File: src/sv/ftc_pkg.sv
// ----------------------------------------------------------------------------
// ftc_pkg
// shared types, constants and saturating helpers for the throttle curve unit
// ----------------------------------------------------------------------------
package ftc_pkg;

	localparam int FRAC_BITS = 15;
	localparam int INT_FRAC  = 24;
	localparam int SHIFT     = INT_FRAC - FRAC_BITS;
	localparam int QW        = 32;
	localparam int PROD_W    = 2 * QW;
	localparam int NUM_W     = PROD_W + 1;
	localparam int KNOTS     = 5;
	localparam int NREGS     = 7;
	localparam int CFG_AW    = 5;
	localparam int IN_W      = 16;

	// divider: prep stage, one stage per quotient bit, output stage
	localparam int DIV_LAT   = QW + 2;
	localparam int LVL_LAT   = DIV_LAT + 3;
	localparam int BLEND_LAT = 4;
	localparam int PIPE_LAT  = (KNOTS - 1) * LVL_LAT + BLEND_LAT;

	typedef logic signed [QW-1:0]     q824_t;
	typedef logic signed [PROD_W-1:0] prod_t;
	typedef logic signed [NUM_W-1:0]  num_t;

	localparam q824_t Q_MAX = q824_t'(32'h7FFF_FFFF);
	localparam q824_t Q_MIN = q824_t'(32'h8000_0000);
	localparam q824_t Q_ONE = q824_t'(64'd1 << INT_FRAC);
	localparam logic [IN_W-1:0] OUT_ONE = IN_W'(64'd1 << FRAC_BITS);

	typedef enum logic [2:0] {
		REG_X1    = 3'd0,
		REG_X2    = 3'd1,
		REG_X3    = 3'd2,
		REG_Y1    = 3'd3,
		REG_Y2    = 3'd4,
		REG_Y3    = 3'd5,
		REG_BLEND = 3'd6
	} reg_idx_t;

	localparam logic [IN_W-1:0] RST_X1    = 16'd8192;
	localparam logic [IN_W-1:0] RST_X2    = 16'd16384;
	localparam logic [IN_W-1:0] RST_X3    = 16'd24576;
	localparam logic [IN_W-1:0] RST_Y1    = 16'd8192;
	localparam logic [IN_W-1:0] RST_Y2    = 16'd16384;
	localparam logic [IN_W-1:0] RST_Y3    = 16'd24576;
	localparam logic [IN_W-1:0] RST_BLEND = 16'd0;

	// raw Q1.FRAC_BITS to Q8.24, saturating
	function automatic q824_t to_q824(logic [IN_W-1:0] raw);
		logic [PROD_W-1:0] w;
		w = PROD_W'(raw) << SHIFT;
		if (w > PROD_W'(32'h7FFF_FFFF)) begin
			return Q_MAX;
		end
		return q824_t'(w[QW-1:0]);
	endfunction

	function automatic q824_t sat33(logic signed [QW:0] v);
		if (v[QW] != v[QW-1]) begin
			return v[QW] ? Q_MIN : Q_MAX;
		end
		return q824_t'(v[QW-1:0]);
	endfunction

	function automatic q824_t sat64(prod_t v);
		if (!((&v[PROD_W-1:QW-1]) || !(|v[PROD_W-1:QW-1]))) begin
			return v[PROD_W-1] ? Q_MIN : Q_MAX;
		end
		return q824_t'(v[QW-1:0]);
	endfunction

endpackage

File: src/sv/ftc_blend.sv
// ----------------------------------------------------------------------------
// ftc_blend
// pulls the polynomial toward the linear value, clamps and forms the result
// ----------------------------------------------------------------------------
module ftc_blend (
	input  logic                        clk,
	input  logic                        arst_n,
	input  logic                        in_valid,
	input  ftc_pkg::q824_t              poly,
	input  ftc_pkg::q824_t              lin,
	input  ftc_pkg::q824_t              blend,
	input  logic                        err,
	output logic                        done,
	output logic [ftc_pkg::IN_W-1:0]    curve_out,
	output logic                        spacing_error
);

	localparam int W = ftc_pkg::QW;
	localparam ftc_pkg::prod_t RND = ftc_pkg::prod_t'((64'd1 << ftc_pkg::INT_FRAC) - 64'd1);

	logic           vld_s1, vld_s2, vld_s3, done_s4;
	ftc_pkg::q824_t diff_s1, poly_s1, poly_s2, poly_s3, q_s3;
	ftc_pkg::prod_t prod_s2, adj;
	ftc_pkg::q824_t mix, clamped;
	logic [ftc_pkg::IN_W-1:0] curve_s4;
	logic           err_s4;

	always_ff @(posedge clk or negedge arst_n) begin
		if (!arst_n) begin
			vld_s1  <= 1'b0;
			vld_s2  <= 1'b0;
			vld_s3  <= 1'b0;
			done_s4 <= 1'b0;
		end else begin
			vld_s1  <= in_valid;
			vld_s2  <= vld_s1;
			vld_s3  <= vld_s2;
			done_s4 <= vld_s3;
		end
	end

	// product scaled by 2^-24 with truncation toward zero
	assign adj = prod_s2 + (prod_s2[ftc_pkg::PROD_W-1] ? RND : '0);

	always_comb begin
		mix = ftc_pkg::sat33({poly_s3[W-1], poly_s3} - {q_s3[W-1], q_s3});
		if (mix[W-1]) begin
			clamped = '0;
		end else if (mix > ftc_pkg::Q_ONE) begin
			clamped = ftc_pkg::Q_ONE;
		end else begin
			clamped = mix;
		end
	end

	always_ff @(posedge clk) begin
		diff_s1 <= ftc_pkg::sat33({poly[W-1], poly} - {lin[W-1], lin});
		poly_s1 <= poly;
		prod_s2 <= ftc_pkg::prod_t'(diff_s1) * ftc_pkg::prod_t'(blend);
		poly_s2 <= poly_s1;
		q_s3    <= ftc_pkg::sat64(adj >>> ftc_pkg::INT_FRAC);
		poly_s3 <= poly_s2;
		if (vld_s3) begin
			curve_s4 <= err ? '0 : ftc_pkg::IN_W'(clamped >>> ftc_pkg::SHIFT);
			err_s4   <= err;
		end
	end

	assign done          = done_s4;
	assign curve_out     = curve_s4;
	assign spacing_error = err_s4;

endmodule

File: config.mk
export PLATFORM = sky130hd
export DESIGN_NAME = ftc_blend
export DESIGN_NICKNAME = d
export VERILOG_FILES = /design/src/sv/ftc_pkg.sv /design/src/sv/ftc_blend.sv
export SDC_FILE = /design/constraint.sdc
export NUM_CORES = 2
export LEC_CHECK = 0
export CORE_UTILIZATION = 53
export DETAILED_ROUTE_END_ITERATION = 12
export DONT_BUFFER_PORTS = 1
export HOLD_SLACK_MARGIN = 0.1
export PLACE_DENSITY_LB_ADDON = 0.3
export SYNTH_ARGS = -nofsm -noshare
export SYNTH_HDL_FRONTEND = slang
export SYNTH_SLANG_ARGS = --single-unit
export TNS_END_PERCENT = 5
File: constraint.sdc
create_clock -name clk -period 7 [get_ports clk]
set_input_delay 0.35 -clock clk [delete_from_list [all_inputs] [get_ports clk]]
set_output_delay 0.35 -clock clk [all_outputs]
set_load 0.01 [all_outputs]
Yosys cells after proc, flatten, opt, wreduce, memory -nomap -nowiden. Cells that the tools add are included.

Bits in registers: 245. Bits in latches: 0. Bits in writable memories: 0. ROM bits: 0. Bits of input ports: 100. Logic and storage cells: 38. Memories: 0.

Add/subtract/negate cells: 3. Multiply operators: 1. Div/mod/pow operators: 0. Magnitude comparators: 1. Eq/ne operators: 2. Shifts and indexed selects: 0. Multiplexer cells: 12. Bitwise operators: 0. Reductions and logical operators: 6.

Operators by type and width (number): 32-bit 2-to-1 mux (8); 32-bit by 32-bit subtractor with 33-bit output (2); 64-bit by 24-bit adder with 64-bit output (1); 32-bit by 32-bit multiplier with 64-bit output (1); 32-bit by 26-bit greater-than comparator with 1-bit output (second input constant) (1); 25-bit 2-to-1 mux (1); 24-bit 2-to-1 mux (1); 9-bit AND reduction (1); 9-bit OR reduction (1); 3-bit OR reduction (1); 1-bit 2-to-1 mux (2); 1-bit inequality test (2); 2-bit OR reduction (1); 1-bit zero test (1); 1-bit logical OR (1).

Longest topological paths before layout.
Depth in word-level cells: 6. Mapped depth: 28. Depth with buffers taken out: 27.

Worst setup path after synthesis. No wires, ideal clock.

Path kind: register -> register. Start point: register diff_s1[31]. End point: register prod_s2[62]. Library setup time: 0.127 ns. Data arrival time: 7.521 ns. Slack: -0.648 ns. Stages on the path, launching flop included: 25. Buffers on the path: 2. Cell sequence: dfxtp_1 -> clkbuf_1 -> nand2_1 -> inv_1 -> fa_1 -> fa_1 -> fa_1 -> fa_1 -> inv_1 -> fa_1 -> inv_1 -> fa_1 -> inv_1 -> fa_1 -> inv_1 -> fa_1 -> ha_1 -> clkbuf_1 -> and3_1 -> nand4_1 -> o21ai_0 -> o31ai_1 -> a21boi_0 -> a31o_2 -> nand4_1.

Word-level cells in the longest chain between the ends: 1.

Ends and longest elaborated chain: start: declaration (RTL line ftc_blend.sv:22) `ftc_pkg::q824_t diff_s1, poly_s1, poly_s2, poly_s3, q_s3;`; start signal: assignment (RTL line ftc_blend.sv:57) `diff_s1 <= ftc_pkg::sat33({poly[W-1], poly} - {lin[W-1], lin});`; 32-bit by 32-bit multiplier with 64-bit output (RTL line ftc_blend.sv:59) `prod_s2 <= ftc_pkg::prod_t'(diff_s1) * ftc_pkg::prod_t'(blend);`; end signal: assignment (RTL line ftc_blend.sv:59); end: declaration (RTL line ftc_blend.sv:23) `ftc_pkg::prod_t prod_s2, adj;`.

No other way between the ends. A chain may end at the register's enable or synchronous reset.

Worst setup path in the final report.
Start point: register diff_s1[14]. End point: register prod_s2[60].

The elaborated chain is that of the path after synthesis.

==> out/qor.yml <==
setup_path:
  crit_chain: "buf_12 -> buf_4 -> and2_1 -> fa_1 -> inv_1 -> fa_1 -> fa_1 -> fa_1 -> inv_1 -> fa_1 -> fa_1 -> fa_1 -> fa_1 -> ha_1 -> nand2_1 -> nor2_1 -> and3_1 -> a221o_1 -> a32oi_2 -> a21oi_2 -> o31ai_4 -> a21boi_4 -> o311ai_1"
  arrival_ns: 7.80
  max_stage_delay_ns: 0.58
  r2r-end: "prod_s2[60]"
  cp.required_ns: 7.46
  critical_path_class: "flip-flop to flip-flop"
  end_kind: "flip-flop"
  rrSetupSlack_ns: -0.35
  critical_path.top_delay_family: "adder cells"
  startpoint_type: "flip-flop"
  cp_common_cell: "fa_1"
  worstRegToRegCells: 23
  r2r-start: "diff_s1[14]"
  critPathMaxFanout: 8
  crit_path_top_delay_cell: "fa_1"
  crit_buf_inv: 4
  cp_num_cells: 23
timing:
  tightest_slew_ns: 1.23
  rsz0062_at_grt: "true"
  slew_headroom_pct: 16.1
  layout_setup_ws_ns: -0.345
  slew_viol_final: 0
  max_freq_ghz: 0.136
  setup_viol: 22
  finalCritPeriodShare_pct: 105
  skew_ns: 0.00843
  min_period_ns: 7.35
  hold_viol: 0
synthesis:
  synth_edf_count: 17
  synth_cell_types: 85
  synth.net_count: 6385
  ys_seq_area_share_pct: 10.9
  synth_top_family_by_area: "adder cells"
  synth_mux_area_share_pct: 0.0642
  synthCells: 4930
  ys_ff_latch: 245
  synthSimpleGateAreaFrac_pct: 15.6
  syn-cell-area_um2: 46700
  synth_ff_type: "dfxtp_1"
  async_reset_ff_share_pct: 1.63
  yosys.area_share.xor_xnor_pct: 2.66
  synth_compound_area_share_pct: 6.53
  netlist_top_cells_area: "fa_1 (46%), dfxtp_1 (9.6%), inv_1 (8.4%)"
  yosys_warnings: 0
  synth.avg_cell_area_um2: 9.48
  synth_top_cell_area_share_pct: 46.4
  synth.largest_area_cell: "fa_1"
  synth_fa_ha_area_share_pct: 53.9
outcome:
  outcome: "complete, but fails checks"
  violations: "setup timing"
global_route:
  first_global_vias: 37300
  track_usage_pct: 28.2
  grt_max_degree: 33
  grt_overflow: 0
  antenna_found_initial: 3
  grt_pass1_wl_um: 198000
placement:
  gp_congestion: 0.924
  port_buffers: 0
  placed_area_um2: 50300
  dp_hpwl_um: 101000
worst_hold_path:
  min_from: "poly[2]"
  holdPathEnd: "diff_s1[2]"
  worstHoldPathCells: 3
  hp-class: "input port to flip-flop"
die:
  io_pins: 118
  die_area_um2: 89400
  placementRows: 108
  core_area_um2: 87000
  start_util_pct: 53.7
  die_w_um: 299
  die_h_um: 299
finish:
  layout.nets: 6564
  syn_to_final_growth_pct: 12.1
  design_area_um2: 52400
  layout-drive-gt1-share_pct: 10.3
  final_util_pct: 60.2
cts:
  clk_latency_ns: 0.56
  tritoncts: "yes"
  root_buffer: "clkbuf_16"
  cts_buffer_depth: 3
  numCtsBuffers: 28
  clkSinkCount: 245
  clk_pin_slew_worst_paths_ns: 0.06
  cts_max_level: 1
routing:
  routed_via_density: 5.39
  dr.pass1.iters: 5
  wl_per_cell_um: 19.3
  drc_errors: 0
  first_iter_violations: 2011
  vias: 33900
  totalWireLength_um: 122000
  drtAntennaViolNets: 0
flow_run:
  maxCapViolations: 0
## metal layers
metal / part of all wire [%] / global-route usage, % / vias up
li1: - / - / 15200
met3: 5.3 / 3.15 / 337
met2: 50 / 48.8 / 1010
met1: 38 / 34.3 / 17400
met5: 0 / 0 / -
met4: 7.0 / 16.0 / 0
## flip-flops by register name, indices dropped and copies added (netlist names)
signal,flops
vld_s2,1
done,1
q_s3,32
curve_out,16
poly_s3,32
vld_s3,1
vld_s1,1
prod_s2,64
poly_s1,32
poly_s2,32
spacing_error,1
diff_s1,32
## area by class of cell
class / count / area [µm²]
inverters: 1048 / 3940
multi-input cells: 3400 / 37200
clock inverters: 17 / 272
well taps: 1155 / 1450
clock buffers: 35 / 798
repair buffers: 386 / 3590
diodes: 3 / 7.51
fillers: 7385 / 34600
flip-flops and latches: 245 / 5110
## synthesized netlist by cell type (14+ instances only)
master and instances:
nand2_1 576, dfxtp_1 224, and3_1 27, or3_1 14, nor3_1 29, nor2_1 94
nor2b_1 16, and2_1 525, o21a_1 20, clkbuf_1 225, xnor2_1 96, ha_1 271
a21oi_1 135, a21o_1 66, fa_1 1084, a31oi_1 18, edfxtp_1 17, nand3_1 48
o21ai_0 80, nand2b_1 22, o21ai_1 23, nand4_1 19, inv_1 1047, xor2_1 46
## through the flow
stage | hold WS, ns | cells | setup WS, ns | setup TNS (ns)
finish | 0.206 | 6289 | -0.345 | -3.52
global route | 0.221 | 6289 | -0.594 | -11.15
global placement | 0.0545 | 6179 | -0.545 | -5.45
CTS | 0.183 | 6277 | -0.284 | -2.66
floorplan | 0.0544 | 4930 | -0.202 | -0.589
detailed placement | 0.0545 | 6179 | -0.621 | -6.49
## worst min-delay path: cells and delay by family
| kind | cells | cell delay (ns) |
|---|---|---|
| fa+ha+maj | 1 | 0.15 |
| compound gates | 1 | 0.14 |
| xor+xnor | 1 | 0.08 |
## worst max path at each step
stage | start | to | slack (ns)
detailed placement | diff_s1[21] | prod_s2[60] | -0.62
floorplan | diff_s1[31] | prod_s2[63] | -0.20
global placement | diff_s1[21] | prod_s2[60] | -0.55
CTS | diff_s1[31] | prod_s2[63] | -0.28
finish | diff_s1[14] | prod_s2[60] | -0.35
global route | diff_s1[9] | prod_s2[63] | -0.59
## layout by cell type (no fill, tap or decap), types with 9 or more instances in the layout
cell / n
a211oi_1: 11
a21o_1: 66
a21oi_1: 121
a21oi_2: 15
a31oi_1: 12
and2_1: 521
and3_1: 26
and4_1: 10
buf_12: 41
buf_4: 297
clkbuf_16: 31
dfxtp_1: 213
dfxtp_2: 9
dlygate4sd3_1: 40
edfxtp_1: 17
fa_1: 1066
fa_2: 18
ha_1: 259
ha_4: 11
inv_1: 1043
maj3_1: 9
nand2_1: 573
nand2b_1: 22
nand3_1: 47
nand4_1: 19
nor2_1: 93
nor2b_1: 16
nor3_1: 28
nor4_2: 13
o211ai_1: 9
o21a_1: 20
o21ai_0: 69
o21ai_1: 32
o21bai_1: 9
o31ai_1: 10
or3_1: 14
xnor2_1: 96
xor2_1: 45
## logic make-up after synthesis
logic type | count (synthesis)
AND/OR/NAND/NOR | 1421
buffers and inverters | 1285
adder cells (fa/ha/maj) | 1364
AO/OA/AOI/OAI | 470
multiplexers | 3
flip-flops | 245
XOR/XNOR | 142
## what timing repair did
action	4_1_cts	5_1_grt
setup endpoints to repair	28	36
setup buffers	7	6
endpoints found under the hold margin	43	0
resized for setup	75	27
cloned	0	2
hold buffers	40	0
pin swaps	43	25
Power is left out: the tool's default activity adds up to more than one toggle a clock period on the data nets, which glitch-free logic cannot reach.
